## config.mk

```make
export PLATFORM = sky130hd
export DESIGN_NAME = selective_repeat_receiver_core_flat
export DESIGN_NICKNAME = d
export VERILOG_FILES = /design/src/rtl/srr_pkg.sv /design/src/rtl/srr_if.sv /design/src/rtl/srr_ram.sv /design/src/rtl/srr_alu.sv /design/src/rtl/selective_repeat_receiver_core.sv /design/src/flat_wrapper.sv
export SDC_FILE = /design/constraint.sdc
export NUM_CORES = 2
export LEC_CHECK = 0
export BUFFER_PORTS_ARGS = -buffer_cell sky130_fd_sc_hd__buf_2
export CAP_MARGIN = 20
export CORE_UTILIZATION = 35
export CTS_BUF_LIST = sky130_fd_sc_hd__clkbuf_4 sky130_fd_sc_hd__clkbuf_8
export DETAILED_ROUTE_END_ITERATION = 8
export PLACE_DENSITY = 0.54
export SLEW_MARGIN = 10
export SYNTH_ARGS = -nofsm -noshare
export SYNTH_HDL_FRONTEND = slang
export SYNTH_SLANG_ARGS = --single-unit
```

## constraint.sdc

```tcl
create_clock -name clk_i -period 6.7 [get_ports clk_i]
set_input_delay 0.335 -clock clk_i [delete_from_list [all_inputs] [get_ports clk_i]]
set_output_delay 0.335 -clock clk_i [all_outputs]
set_load 0.01 [all_outputs]
```

## src/rtl/srr_pkg.sv

```systemverilog
// Shared types, codes and default sizes for the selective repeat receiver.
package srr_pkg;

  // Fixed field widths of the packet and result words
  localparam int SEQ_W  = 16;
  localparam int DATA_W = 64;
  localparam int KIND_W = 2;

  // Configuration port
  localparam int CFG_IDX_W  = 1;
  localparam int CFG_DATA_W = 9;
  localparam int WIN_CFG_W  = 6;
  localparam int TOT_CFG_W  = 9;

  localparam logic [CFG_IDX_W-1:0] CFG_WIN_WIDTH    = 1'd0;
  localparam logic [CFG_IDX_W-1:0] CFG_TOTAL_CHUNKS = 1'd1;

  localparam logic [WIN_CFG_W-1:0] WIN_CFG_RESET = 6'd1;
  localparam logic [TOT_CFG_W-1:0] TOT_CFG_RESET = 9'd256;

  // Default sizes handed to the top level
  localparam int DEF_SEQ_COUNT    = 256;
  localparam int DEF_MAX_WINDOW   = 32;
  localparam int DEF_PAYLOAD_BITS = 64;

  // Result word kinds
  typedef enum logic [KIND_W-1:0] {
    KIND_ACK   = 2'd0,
    KIND_DATA  = 2'd1,
    KIND_RANGE = 2'd2,
    KIND_DONE  = 2'd3
  } kind_e;

endpackage

```

## src/rtl/srr_if.sv

```systemverilog
// Valid/ready channel interfaces for packet words and result words.
interface srr_pkt_if;
  logic                        valid;
  logic                        ready;
  logic [srr_pkg::SEQ_W-1:0]   seq_num;
  logic [srr_pkg::DATA_W-1:0]  payload;

  modport source (output valid, output seq_num, output payload, input ready);
  modport sink   (input valid, input seq_num, input payload, output ready);
endinterface

interface srr_res_if;
  logic                        valid;
  logic                        ready;
  srr_pkg::kind_e              kind;
  logic [srr_pkg::SEQ_W-1:0]   ack_num;
  logic [srr_pkg::DATA_W-1:0]  data_out;
  logic                        last;
  logic                        done_res;

  modport source (output valid, output kind, output ack_num, output data_out,
                  output last, output done_res, input ready);
  modport sink   (input valid, input kind, input ack_num, input data_out,
                  input last, input done_res, output ready);
endinterface

```

## src/rtl/srr_ram.sv

```systemverilog
// Generic single write port RAM with registered read.
module srr_ram #(
  parameter int WIDTH = 64,
  parameter int DEPTH = 32
) (
  input  logic                                   clk_i,
  input  logic                                   we_i,
  input  logic [((DEPTH > 1) ? $clog2(DEPTH) : 1)-1:0] waddr_i,
  input  logic [WIDTH-1:0]                       wdata_i,
  input  logic                                   re_i,
  input  logic [((DEPTH > 1) ? $clog2(DEPTH) : 1)-1:0] raddr_i,
  output logic [WIDTH-1:0]                       rdata_o
);

  logic [WIDTH-1:0] mem_q [DEPTH];
  logic [WIDTH-1:0] rdata_q;

  always_ff @(posedge clk_i) begin
    if (we_i) begin
      mem_q[waddr_i] <= wdata_i;
    end
    if (re_i) begin
      rdata_q <= mem_q[raddr_i];
    end
  end

  assign rdata_o = rdata_q;

endmodule

```

## src/rtl/srr_alu.sv

```systemverilog
// Shared add/subtract unit used by the receiver sequencer for its window and total checks.
module srr_alu #(
  parameter int W = 18
) (
  input  logic [W-1:0] a_i,
  input  logic [W-1:0] b_i,
  input  logic         sub_i,
  output logic [W-1:0] res_o
);

  logic [W-1:0] b_eff;

  // Subtract as add of the inverted operand plus one
  assign b_eff = sub_i ? ~b_i : b_i;
  assign res_o = a_i + b_eff + W'(sub_i);

endmodule

```

## src/rtl/selective_repeat_receiver_core.sv

```systemverilog
// Selective repeat ARQ receiver core: window check, slot store, in-order delivery.
// Flow: a packet is taken in idle; a done check sends it straight to the reply state, else
// total check, offset and class follow; an in-window packet then runs slot, wrap and write
// to its acknowledge word and delivers any chunks in order, other packets go to the reply.
// One packet is in work at a time; result stalls hold the sequencer, which shares one adder.
// Reset: window base 0, all received marks cleared at once, window width 1, total 256.
module selective_repeat_receiver_core #(
  parameter int SEQ_COUNT    = srr_pkg::DEF_SEQ_COUNT,
  parameter int MAX_WINDOW   = srr_pkg::DEF_MAX_WINDOW,
  parameter int PAYLOAD_BITS = srr_pkg::DEF_PAYLOAD_BITS
) (
  input  logic                            clk_i,
  input  logic                            rst_ni,
  input  logic                            cfg_we_i,
  input  logic [srr_pkg::CFG_IDX_W-1:0]   cfg_idx_i,
  input  logic [srr_pkg::CFG_DATA_W-1:0]  cfg_data_i,
  srr_pkt_if.sink                         pkt_i,
  srr_res_if.source                       res_o
);

  // Widths: base counts up to SEQ_COUNT, the ALU carries a sign bit beyond
  // the wider of base and sequence number plus one spare bit for sums.
  localparam int BASE_W = $clog2(SEQ_COUNT + 1);
  localparam int ALU_W  = ((BASE_W > srr_pkg::SEQ_W) ? BASE_W : srr_pkg::SEQ_W) + 2;
  localparam int SLOT_W = (MAX_WINDOW > 1) ? $clog2(MAX_WINDOW) : 1;

  localparam logic [ALU_W-1:0]  MAXW_A   = ALU_W'(MAX_WINDOW);
  localparam logic [ALU_W-1:0]  SEQC_A   = ALU_W'(SEQ_COUNT);
  localparam logic [ALU_W-1:0]  ONE_A    = ALU_W'(1);
  localparam logic [SLOT_W-1:0] SLOT_TOP = SLOT_W'(MAX_WINDOW - 1);

  // Sequencer states
  localparam logic [3:0] ST_IDLE    = 4'd0;
  localparam logic [3:0] ST_CHKDONE = 4'd1;
  localparam logic [3:0] ST_CHKTOT  = 4'd2;
  localparam logic [3:0] ST_OFF     = 4'd3;
  localparam logic [3:0] ST_CLASS   = 4'd4;
  localparam logic [3:0] ST_SLOT    = 4'd5;
  localparam logic [3:0] ST_WRAP    = 4'd6;
  localparam logic [3:0] ST_WRITE   = 4'd7;
  localparam logic [3:0] ST_ACK     = 4'd8;
  localparam logic [3:0] ST_REPLY   = 4'd9;
  localparam logic [3:0] ST_DCHK    = 4'd10;
  localparam logic [3:0] ST_DEMIT   = 4'd11;

  logic [3:0] state_q, state_d;

  // Configuration registers
  logic [srr_pkg::WIN_CFG_W-1:0] win_cfg_q;
  logic [srr_pkg::TOT_CFG_W-1:0] tot_cfg_q;

  // Window state
  logic [BASE_W-1:0]     base_q;
  logic [SLOT_W-1:0]     base_slot_q;
  logic [MAX_WINDOW-1:0] marks_q;

  // Per-packet working registers
  logic [srr_pkg::SEQ_W-1:0] seq_q;
  logic [PAYLOAD_BITS-1:0]   data_q;
  logic [ALU_W-1:0]          off_q;
  logic [ALU_W-1:0]          tmp_q;
  logic [SLOT_W-1:0]         slot_q;
  logic                      seq_lt_tot_q;
  logic                      more_q;
  srr_pkg::kind_e            reply_kind_q;

  // Output register
  logic                       res_valid_q;
  srr_pkg::kind_e             res_kind_q;
  logic [srr_pkg::SEQ_W-1:0]  res_ack_q;
  logic [srr_pkg::DATA_W-1:0] res_data_q;
  logic                       res_last_q;
  logic                       res_done_q;

  // Shared unit
  logic [ALU_W-1:0] alu_a, alu_b, alu_res;
  logic             alu_sub;
  logic             alu_neg;

  logic [ALU_W-1:0]        win_ext, tot_ext, eff_w, eff_tot, base_ext, seq_ext;
  logic [SLOT_W-1:0]       next_slot;
  logic                    next_mark;
  logic                    out_free;
  logic                    emit;
  logic                    accept;
  logic [PAYLOAD_BITS-1:0] ram_rdata;

  // Clamp the configured window to [1, MAX_WINDOW] and total to [1, SEQ_COUNT]
  assign win_ext = ALU_W'(win_cfg_q);
  assign tot_ext = ALU_W'(tot_cfg_q);
  assign eff_w   = (win_ext == '0) ? ONE_A : ((win_ext > MAXW_A) ? MAXW_A : win_ext);
  assign eff_tot = (tot_ext == '0) ? ONE_A : ((tot_ext > SEQC_A) ? SEQC_A : tot_ext);

  assign base_ext = ALU_W'(base_q);
  assign seq_ext  = ALU_W'(seq_q);

  // Slot of the chunk after base; with a single slot it is the one being freed
  assign next_slot = (base_slot_q == SLOT_TOP) ? '0 : base_slot_q + SLOT_W'(1);
  assign next_mark = (next_slot == base_slot_q) ? 1'b0 : marks_q[next_slot];

  assign accept   = pkt_i.valid && pkt_i.ready;
  assign out_free = !res_valid_q || res_o.ready;
  assign emit     = out_free && (state_q inside {ST_ACK, ST_REPLY, ST_DEMIT});

  assign pkt_i.ready = (state_q == ST_IDLE);

  // Operand select for the shared unit, one operation per state
  always_comb begin
    alu_a   = base_ext;
    alu_b   = eff_tot;
    alu_sub = 1'b1;
    case (state_q)
      ST_CHKDONE, ST_DCHK: begin
        alu_a   = base_ext;
        alu_b   = eff_tot;
        alu_sub = 1'b1;
      end
      ST_CHKTOT: begin
        alu_a   = seq_ext;
        alu_b   = eff_tot;
        alu_sub = 1'b1;
      end
      ST_OFF: begin
        alu_a   = seq_ext;
        alu_b   = base_ext;
        alu_sub = 1'b1;
      end
      ST_CLASS: begin
        // Ahead of base: offset - W; behind base: offset + W
        alu_a   = off_q;
        alu_b   = eff_w;
        alu_sub = !off_q[ALU_W-1];
      end
      ST_SLOT: begin
        alu_a   = ALU_W'(base_slot_q);
        alu_b   = off_q;
        alu_sub = 1'b0;
      end
      ST_WRAP: begin
        alu_a   = tmp_q;
        alu_b   = MAXW_A;
        alu_sub = 1'b1;
      end
      default: begin
        alu_a   = base_ext;
        alu_b   = eff_tot;
        alu_sub = 1'b1;
      end
    endcase
  end

  srr_alu #(
    .W (ALU_W)
  ) u_alu (
    .a_i   (alu_a),
    .b_i   (alu_b),
    .sub_i (alu_sub),
    .res_o (alu_res)
  );

  assign alu_neg = alu_res[ALU_W-1];

  // Next state
  always_comb begin
    state_d = state_q;
    case (state_q)
      ST_IDLE: begin
        if (pkt_i.valid) state_d = ST_CHKDONE;
      end
      ST_CHKDONE: begin
        // base below total: keep checking, else reply transfer done
        state_d = alu_neg ? ST_CHKTOT : ST_REPLY;
      end
      ST_CHKTOT: state_d = ST_OFF;
      ST_OFF:    state_d = ST_CLASS;
      ST_CLASS: begin
        if (!off_q[ALU_W-1] && alu_neg && seq_lt_tot_q) begin
          state_d = ST_SLOT;
        end else begin
          state_d = ST_REPLY;
        end
      end
      ST_SLOT:  state_d = ST_WRAP;
      ST_WRAP:  state_d = ST_WRITE;
      ST_WRITE: state_d = ST_ACK;
      ST_ACK: begin
        if (out_free) state_d = marks_q[base_slot_q] ? ST_DCHK : ST_IDLE;
      end
      ST_REPLY: begin
        if (out_free) state_d = ST_IDLE;
      end
      ST_DCHK: state_d = ST_DEMIT;
      ST_DEMIT: begin
        if (out_free) state_d = (more_q && next_mark) ? ST_DCHK : ST_IDLE;
      end
      default: state_d = ST_IDLE;
    endcase
  end

  // Control state
  always_ff @(posedge clk_i or negedge rst_ni) begin
    if (!rst_ni) begin
      state_q     <= ST_IDLE;
      win_cfg_q   <= srr_pkg::WIN_CFG_RESET;
      tot_cfg_q   <= srr_pkg::TOT_CFG_RESET;
      base_q      <= '0;
      base_slot_q <= '0;
      marks_q     <= '0;
      res_valid_q <= 1'b0;
    end else begin
      state_q <= state_d;

      if (cfg_we_i) begin
        case (cfg_idx_i)
          srr_pkg::CFG_WIN_WIDTH:    win_cfg_q <= cfg_data_i[srr_pkg::WIN_CFG_W-1:0];
          srr_pkg::CFG_TOTAL_CHUNKS: tot_cfg_q <= cfg_data_i[srr_pkg::TOT_CFG_W-1:0];
          default: ;
        endcase
      end

      // Mark the slot as the payload goes into the store
      if (state_q == ST_WRITE) begin
        marks_q[slot_q] <= 1'b1;
      end

      // Free the slot and advance base as each chunk leaves
      if ((state_q == ST_DEMIT) && out_free) begin
        marks_q[base_slot_q] <= 1'b0;
        base_q               <= base_q + BASE_W'(1);
        base_slot_q          <= next_slot;
      end

      if (emit) begin
        res_valid_q <= 1'b1;
      end else if (res_o.ready) begin
        res_valid_q <= 1'b0;
      end
    end
  end

  // Datapath registers
  always_ff @(posedge clk_i) begin
    if (accept) begin
      seq_q  <= pkt_i.seq_num;
      data_q <= pkt_i.payload[PAYLOAD_BITS-1:0];
    end
    case (state_q)
      ST_CHKDONE: reply_kind_q <= srr_pkg::KIND_DONE;
      ST_CHKTOT:  seq_lt_tot_q <= alu_neg;
      ST_OFF:     off_q        <= alu_res;
      ST_CLASS: begin
        // Behind base and within one window: re-acknowledge only
        reply_kind_q <= (off_q[ALU_W-1] && !alu_neg) ? srr_pkg::KIND_ACK
                                                     : srr_pkg::KIND_RANGE;
      end
      ST_SLOT: tmp_q <= alu_res;
      ST_WRAP: slot_q <= alu_neg ? tmp_q[SLOT_W-1:0] : alu_res[SLOT_W-1:0];
      // base - total is negative here; another chunk may follow unless it is -1
      ST_DCHK: more_q <= (alu_res != '1);
      default: ;
    endcase

    if (emit) begin
      case (state_q)
        ST_ACK: begin
          res_kind_q <= srr_pkg::KIND_ACK;
          res_ack_q  <= seq_q;
          res_data_q <= '0;
          res_last_q <= !marks_q[base_slot_q];
          res_done_q <= 1'b0;
        end
        ST_DEMIT: begin
          res_kind_q <= srr_pkg::KIND_DATA;
          res_ack_q  <= base_ext[srr_pkg::SEQ_W-1:0];
          res_data_q <= srr_pkg::DATA_W'(ram_rdata);
          res_last_q <= !(more_q && next_mark);
          res_done_q <= !more_q;
        end
        default: begin
          res_kind_q <= reply_kind_q;
          res_ack_q  <= seq_q;
          res_data_q <= '0;
          res_last_q <= 1'b1;
          res_done_q <= (reply_kind_q == srr_pkg::KIND_DONE);
        end
      endcase
    end
  end

  // Payload store: written at the packet's slot, read at base during delivery
  srr_ram #(
    .WIDTH (PAYLOAD_BITS),
    .DEPTH (MAX_WINDOW)
  ) u_store (
    .clk_i   (clk_i),
    .we_i    (state_q == ST_WRITE),
    .waddr_i (slot_q),
    .wdata_i (data_q),
    .re_i    (state_q == ST_DCHK),
    .raddr_i (base_slot_q),
    .rdata_o (ram_rdata)
  );

  assign res_o.valid    = res_valid_q;
  assign res_o.kind     = res_kind_q;
  assign res_o.ack_num  = res_ack_q;
  assign res_o.data_out = res_data_q;
  assign res_o.last     = res_last_q;
  assign res_o.done_res = res_done_q;

  // A delivery that finishes the transfer ends the packet's results
  a_done_is_last: assert property (@(posedge clk_i) disable iff (!rst_ni)
    (res_o.valid && (res_o.kind == srr_pkg::KIND_DATA) && res_o.done_res) |-> res_o.last)
    else $error("final delivery not flagged last");

  // Only one packet in work at a time
  a_one_packet: assert property (@(posedge clk_i) disable iff (!rst_ni)
    accept |=> !pkt_i.ready)
    else $error("packet taken while another is in work");

  // Delivery runs only from a marked base slot
  a_deliver_marked: assert property (@(posedge clk_i) disable iff (!rst_ni)
    ((state_q == ST_DCHK) || (state_q == ST_DEMIT)) |-> marks_q[base_slot_q])
    else $error("delivery from an unmarked slot");

  // Base moves only when a chunk leaves
  a_base_moves: assert property (@(posedge clk_i) disable iff (!rst_ni)
    (base_q != $past(base_q)) |-> $past((state_q == ST_DEMIT) && out_free))
    else $error("window base moved without a delivery");

endmodule

```

## src/flat_wrapper.sv

```systemverilog
// flat-port wrapper written by rule: the top's interface ports become plain ports
module selective_repeat_receiver_core_flat 
#(
  parameter int SEQ_COUNT    = srr_pkg::DEF_SEQ_COUNT,
  parameter int MAX_WINDOW   = srr_pkg::DEF_MAX_WINDOW,
  parameter int PAYLOAD_BITS = srr_pkg::DEF_PAYLOAD_BITS
)
  (clk_i, rst_ni, cfg_we_i, cfg_idx_i, cfg_data_i, pkt_i_valid, pkt_i_seq_num, pkt_i_payload, pkt_i_ready, res_o_valid, res_o_kind, res_o_ack_num, res_o_data_out, res_o_last, res_o_done_res, res_o_ready);
  srr_pkt_if pkt_i_i ();
  srr_res_if res_o_i ();
  input  logic clk_i;
  input  logic rst_ni;
  input  logic cfg_we_i;
  input  logic [srr_pkg::CFG_IDX_W-1:0] cfg_idx_i;
  input  logic [srr_pkg::CFG_DATA_W-1:0] cfg_data_i;
  input wire logic [$bits(pkt_i_i.valid)-1:0] pkt_i_valid;
  input wire logic [$bits(pkt_i_i.seq_num)-1:0] pkt_i_seq_num;
  input wire logic [$bits(pkt_i_i.payload)-1:0] pkt_i_payload;
  output wire logic [$bits(pkt_i_i.ready)-1:0] pkt_i_ready;
  output wire logic [$bits(res_o_i.valid)-1:0] res_o_valid;
  output wire logic [$bits(res_o_i.kind)-1:0] res_o_kind;
  output wire logic [$bits(res_o_i.ack_num)-1:0] res_o_ack_num;
  output wire logic [$bits(res_o_i.data_out)-1:0] res_o_data_out;
  output wire logic [$bits(res_o_i.last)-1:0] res_o_last;
  output wire logic [$bits(res_o_i.done_res)-1:0] res_o_done_res;
  input wire logic [$bits(res_o_i.ready)-1:0] res_o_ready;
  assign pkt_i_i.valid = pkt_i_valid;
  assign pkt_i_i.seq_num = pkt_i_seq_num;
  assign pkt_i_i.payload = pkt_i_payload;
  assign pkt_i_ready = pkt_i_i.ready;
  assign res_o_valid = res_o_i.valid;
  assign res_o_kind = res_o_i.kind;
  assign res_o_ack_num = res_o_i.ack_num;
  assign res_o_data_out = res_o_i.data_out;
  assign res_o_last = res_o_i.last;
  assign res_o_done_res = res_o_i.done_res;
  assign res_o_i.ready = res_o_ready;
  selective_repeat_receiver_core #(.SEQ_COUNT(SEQ_COUNT), .MAX_WINDOW(MAX_WINDOW), .PAYLOAD_BITS(PAYLOAD_BITS)) u_core (.clk_i(clk_i), .rst_ni(rst_ni), .cfg_we_i(cfg_we_i), .cfg_idx_i(cfg_idx_i), .cfg_data_i(cfg_data_i), .pkt_i(pkt_i_i), .res_o(res_o_i));
endmodule
```

; ---- Word level (Yosys, flattened, before mapping)
; Memories as Yosys holds them, arrays and structs flattened. A register that Yosys moved wholly into a read port is not among the register bits.
; Cells that the tools add are included.
[totals]
elab_cells = 123
in_bits = 95
ramBits = 2048
memories = 1
reg_bits = 275
out_inout_bits = 86
[classes]
eq_ne = 19
bitwise_logic = 5
n_addsub = 4
reduce_logical = 26
muxes = 40
order_cmp = 7
[memory_table]
columns = memory, words, word_bits, rd, rd_clocked_by_memory_dff, wr, line
row1 = u_core.u_store.mem_q, 32, 64, 1, 1, 1, srr_ram.sv:15  ; logic [WIDTH-1:0] mem_q [DEPTH];
[ops]
columns = op, count
row1 = one-hot mux 18 bit (4 select lines), 2
row2 = two-way mux 32 bit, 2
row3 = two-way mux 18 bit, 3
row4 = one-hot mux 4 bit (12 select lines), 1
row5 = logical NOT 18 bit, 2
row6 = AND 32 bit, 1
row7 = two-way mux 4 bit, 8
row8 = NOT 32 bit, 1
row9 = OR 32 bit, 1
row10 = adder 18 x 1 -> 18 bit, 1
row11 = adder 18 bit, 1
row12 = < comparator 5 x 6 -> 1 bit (second input constant), 3
row13 = two-way mux 9 bit, 2
row14 = inequality test 18 bit (second input constant), 1
row15 = NOT 18 bit, 1
row16 = equality test 4 x 3 -> 1 bit (second input constant), 4
row17 = equality test 4 bit (second input constant), 4
row18 = binary-select mux 1 bit (select 5 bit), 2
row19 = demux 1 bit (select 5 bit), 2
row20 = greater-or-equal comparator 5 x 1 -> 1 bit (second input constant), 2
row21 = two-way mux 5 bit, 2
row22 = adder 9 x 1 -> 9 bit (second input constant), 1
row23 = greater-than comparator 9 bit (second input constant), 1
row24 = logical AND 1 bit, 9
row25 = other kinds (23), 44

; ---- Longest topological paths before layout
[logic_depth]
word_depth = 12
depth_mapped = 19
depth_no_buf = 17

; ---- Modules after synthesis
; Synthesis repeated with hierarchy kept, for this count alone.
[unflattened]
hier_cells = 4064
hier_area_um2 = 91914.4
[by_module_without_submodules]
columns = mod, area_per_inst_um2, cells_per_inst, instances, seq_area_each_um2
row1 = srr_ram, 79605.1, 3097, 1, 63420.8
row2 = selective_repeat_receiver_core, 11302.1, 828, 1, 7930.1
row3 = srr_alu, 1007.2, 139, 1, 0.0

; ---- Least setup slack after synthesis
; No wires, ideal clock.
[synth_path]
path_kind = register -> register
startpoint = register u_core.state_q[3]
endpoint = register u_core.more_q, data pin
synth_period_minus_slack_ns = 5.579
setup_slack_ns = 1.121
path_buffers = 2
arrival_ns = 5.296
setup_time_ns = 0.283
path_stages_with_launch = 17
required_ns = 6.417
path_cell_list = dfrtp_1 > clkbuf_1 > buf_1 > nor3_1 > a22o_1 > a221oi_1 > xnor2_1 > ha_1 > nor2b_1 > o2111ai_1 > a21oi_1 > o31ai_1 > a21oi_1 > o31ai_1 > o21ai_0 > a2111oi_0 > nand4_1
[synth_between]
elab_chain_len = 7
word_cells_on_any_way = 14
cone_classes = 2 x add/sub / 6 x eq/ne / 4 x mux / 1 x bitwise / 1 x reduce/logical
[synth_lines]
columns = item, line
row1 = start: declaration, selective_repeat_receiver_core.sv:46  ; logic [3:0] state_q, state_d;
row2 = start signal: assignment, selective_repeat_receiver_core.sv:211  ; state_q <= state_d;
row3 = equality test 4 x 3 -> 1 bit / equality test 4 x 2 -> 1 bit (equally long branches), selective_repeat_receiver_core.sv:112  ; case (state_q)
row4 = one-hot mux 18 bit (4 select lines), selective_repeat_receiver_core.sv:112
row5 = NOT 18 bit, srr_alu.sv:14  ; assign b_eff = sub_i ? ~b_i : b_i;
row6 = two-way mux 18 bit, srr_alu.sv:14
row7 = adder 18 bit, srr_alu.sv:15  ; assign res_o = a_i + b_eff + W'(sub_i);
row8 = adder 18 x 1 -> 18 bit *, srr_alu.sv:15
row9 = inequality test 18 bit *, selective_repeat_receiver_core.sv:259  ; ST_DCHK: more_q <= (alu_res != '1);
row10 = end signal: assignment, selective_repeat_receiver_core.sv:259
row11 = end: declaration, selective_repeat_receiver_core.sv:64  ; logic more_q;
; Every way passes the cells marked *; elsewhere a longest branch is shown, timed or not.
; A chain may end at the register's enable or synchronous reset.

; ---- Worst setup path after layout
[layout_path]
startpoint = register u_core.state_q[2]
endpoint = register u_core.more_q, data pin
[layout_between]
elab_chain_len = 7
word_cells_on_any_way = 14
cone_classes = 2 x add/sub / 6 x eq/ne / 4 x mux / 1 x bitwise / 1 x reduce/logical
[layout_lines]
columns = item, line
row1 = equality test 4 x 3 -> 1 bit / equality test 4 x 2 -> 1 bit (equally long branches), selective_repeat_receiver_core.sv:112
row2 = one-hot mux 18 bit (4 select lines), selective_repeat_receiver_core.sv:112
row3 = NOT 18 bit, srr_alu.sv:14
row4 = two-way mux 18 bit, srr_alu.sv:14
row5 = adder 18 bit, srr_alu.sv:15
row6 = adder 18 x 1 -> 18 bit *, srr_alu.sv:15
row7 = via u_core.alu_res[16], selective_repeat_receiver_core.sv:76  ; logic [ALU_W-1:0] alu_a, alu_b, alu_res;
row8 = inequality test 18 bit *, selective_repeat_receiver_core.sv:259
; The timed path passes the listed nets; every way through them passes the cells marked *.

==> out/metrics.cfg <==
[global_routing]
overflow = 0
grt_max_degree = 125
grtUsageTotal_pct = 18.7
grt_pass1_vias = 46900
grt_pass1_wl_um = 351000
grt_antenna_before_repair = 9

[sta]
fin_crit_sh_pct = 85.5
slew_headroom_pct = 24.0
setup_slack_ns = 0.973
drv_slew = 0
max_freq_ghz = 0.175
final.setup.tns_ns = 0
fin_skew_ns = 0.104
rsz0062_at_grt = false
period_minus_slack_ns = 5.73
setup_viol = 0
hold_viol = 0
tightest_slew_ns = 1.14

[clocking]
cts_resized = 0
cts_tree = done
clk_pin_slew_ns = 0.06
cts-root-buf = clkbuf_8
cts_buffers = 407
clock_path_buffers = 4
htree_levels = 5
clkLatencyLatePin_ns = 1.09
clkSinkCount = 2387

[routing]
viasPerCell = 5.42
drc = 0
drtAntennaViolNets = 0
wl_um = 248000
firstDrtPassIters = 5
wl_per_cell_um = 29.3
num_vias = 45800
dr.first_iter.drc_count = 4807

[yosys]
ys.flop_type = edfxtp_1
synth_area_um2 = 90600
ys_ff_latch = 2387
synth_cell_types = 81
yosysSeqAreaShare_pct = 78.7
synth.largest_area_cell = edfxtp_1
avgSynthCellArea_um2 = 22.0
syn_nets = 4230
synth_top_area_share_pct = 76.9
synth-edff-count = 2321
async_reset_ff_share_pct = 2.76
ys_top_cells_by_area = edfxtp_1, mux4_2, a22oi_1, dfrtp_1, clkbuf_1
netlist_instances = 4112
ys_warn_count = 0

[run_status]
status = finished, final reports clean

[floorplanning]
start_util_pct = 35.2
die_y_um = 511
dieWidth_um = 511
pin_count = 181
core.rowCount = 186
die-area_um2 = 261000
core_area_um2 = 257000

[place]
dp_hpwl_um = 122000
dpl_cell_area_um2 = 96300
gp_congestion = 0.812
port_buffers = 180
dp_slack_ns = 1.04

[final_layout]
area_growth_pct = 16.7
drive_gt1_share_pct = 29.9
final_cell_area_um2 = 106000
finalNetCount = 4905
final_util_pct = 41.1

[critical_path]
crit_chain = nor4b_4 -> a21oi_2 -> nor4_2 -> a31o_2 -> fa_1 -> nor2b_1 -> o2111ai_1 -> a21oi_1 -> o31ai_1 -> a21oi_1 -> o31ai_1 -> nand2_1 -> o311ai_0 -> nand4_1
path_class = register to register
crit_arrival_ns = 6.51
max_stage_delay_ns = 0.86
critPathMaxFanout = 23
startpoint_type = register
worst_setup_path_end_kind = register
required_ns = 7.48
critPathSlowestCell = nor4b_4

[pwr]
power_density_nw_per_um2 = 375
p_leak_uw = 0.0334
power_uw = 39700
max-vdd-ir-drop_mv = 0.488

[job]
cap_violations = 0

[worst_hold_path]
hold_class = input pin to register

worst paths after layout:
| path | startpoint | endpoint | slack (ns) | depth (start not counted) |
|---|---|---|---|---|
| max | u_core.state_q[2] | u_core.more_q | 0.97 | 14 |
| min | pkt_i_payload[21] | u_core.data_q[21] | 0.09 | 2 |
| max reg2reg | u_core.state_q[2] | u_core.more_q | 0.97 | 14 |
| min reg2reg | u_core.u_store.rdata_o[54] | u_core.res_o.data_out[54] | 0.48 | 1 |
| max in group asynchronous | rst_ni | u_core.base_slot_q[1] | 5.36 | 4 |
| min in group asynchronous | rst_ni | u_core.tot_cfg_q[5] | 0.58 | 4 |
power breakdown:
group          internal, uW  total (uW)  switching (uW)
registers             17800       18800             989
logic                  3930        8500            4570
clock network          6640       12400            5730
synth_stat cells, types with 22 or more instances:
cell type and count:
a21oi_1 22, buf_2 40, dfrtp_1 64, ha_1 22, mux4_2 514, nand4_1 75
nand2_1 101, o21ai_0 29, edfxtp_1 2321, o22a_1 32, buf_1 32, and2_1 73
clkbuf_1 138, mux2_2 35, a22oi_1 273, nor2_1 74
placed cells by master, fill, tap and decap left out, types with 62 or more instances in the layout:
master         netlist  final
a22oi_1            273    273
and2_1              73     69
buf_2               40    180
buf_4                0     81
clkbuf_4             0    131
clkbuf_8             0    412
clkinv_1             0     88
dfrtp_1             64     62
dlygate4sd3_1        0    188
edfxtp_1          2321   2321
mux4_2             514    514
nand2_1            101    101
nand4_1             75     75
registers in the layout, summed over array words and instances (netlist names), 2 cells and up:
register / count
u_core.res_o.ack_num: 16
u_core.slot_q: 5
u_core.base_slot_q: 5
u_core.u_store.rdata_o: 64
u_core.seq_q: 16
u_core.base_q: 9
u_core.win_cfg_q: 6
u_core.u_store.mem_q: 2048
u_core.state_q: 4
u_core.tot_cfg_q: 9
u_core.tmp_q: 18
u_core.off_q: 18
u_core.marks_q: 32
u_core.data_q: 64
u_core.res_o.kind: 2
u_core.reply_kind_q: 2
u_core.res_o.data_out: 64
area by class of cell:
class,instances,area (um2)
multi-input combinational,1491,18700
inverter,22,82.6
fill,22500,151000
tap,3384,4230
sequential,2387,71400
antenna,2,5.00
timing repair buffer,478,3970
clock buffer,543,6650
clock inverter,152,847
metrics by stage:
step	hold slack [ns]	std cells
3_3_place_gp	0.496	7570
6_report	0.0852	8459
4_1_cts	0.00493	8453
5_1_grt	0.0652	8458
2_1_floorplan	0.0394	4112
3_5_place_dp	0.501	7570
per-layer routing:
layer	routed length, um	track usage, %
met1	108000	26.5
met2	120000	30.3
met3	15800	3.03
met4	4380	4.65
met5	12	0
critical path: cells and delay by family (launching register included):
kind | cells | cell delay, ns
and+or+nand+nor | 5 | 1.78
DFF | 1 | 0.81
adders and majority gates | 1 | 0.21
AOI/OAI and AO/OA | 8 | 2.65
kinds of logic after synthesis:
kind of cell	count (synthesis)	synth area share (%)
buf+inv	234	1.04
mux	570	13.4
simple gates	428	2.49
xor+xnor	21	0.211
flops	2387	78.7
fa+ha+maj	23	0.326
compound gates	449	3.77
what timing repair did:
| action | in CTS | in global routing |
|---|---|---|
| hold buffers | 188 | 0 |
| buffers inserted | 0 | 0 |
| endpoints found under the hold margin | 179 | 0 |
(Power assumes the default switching activity.)
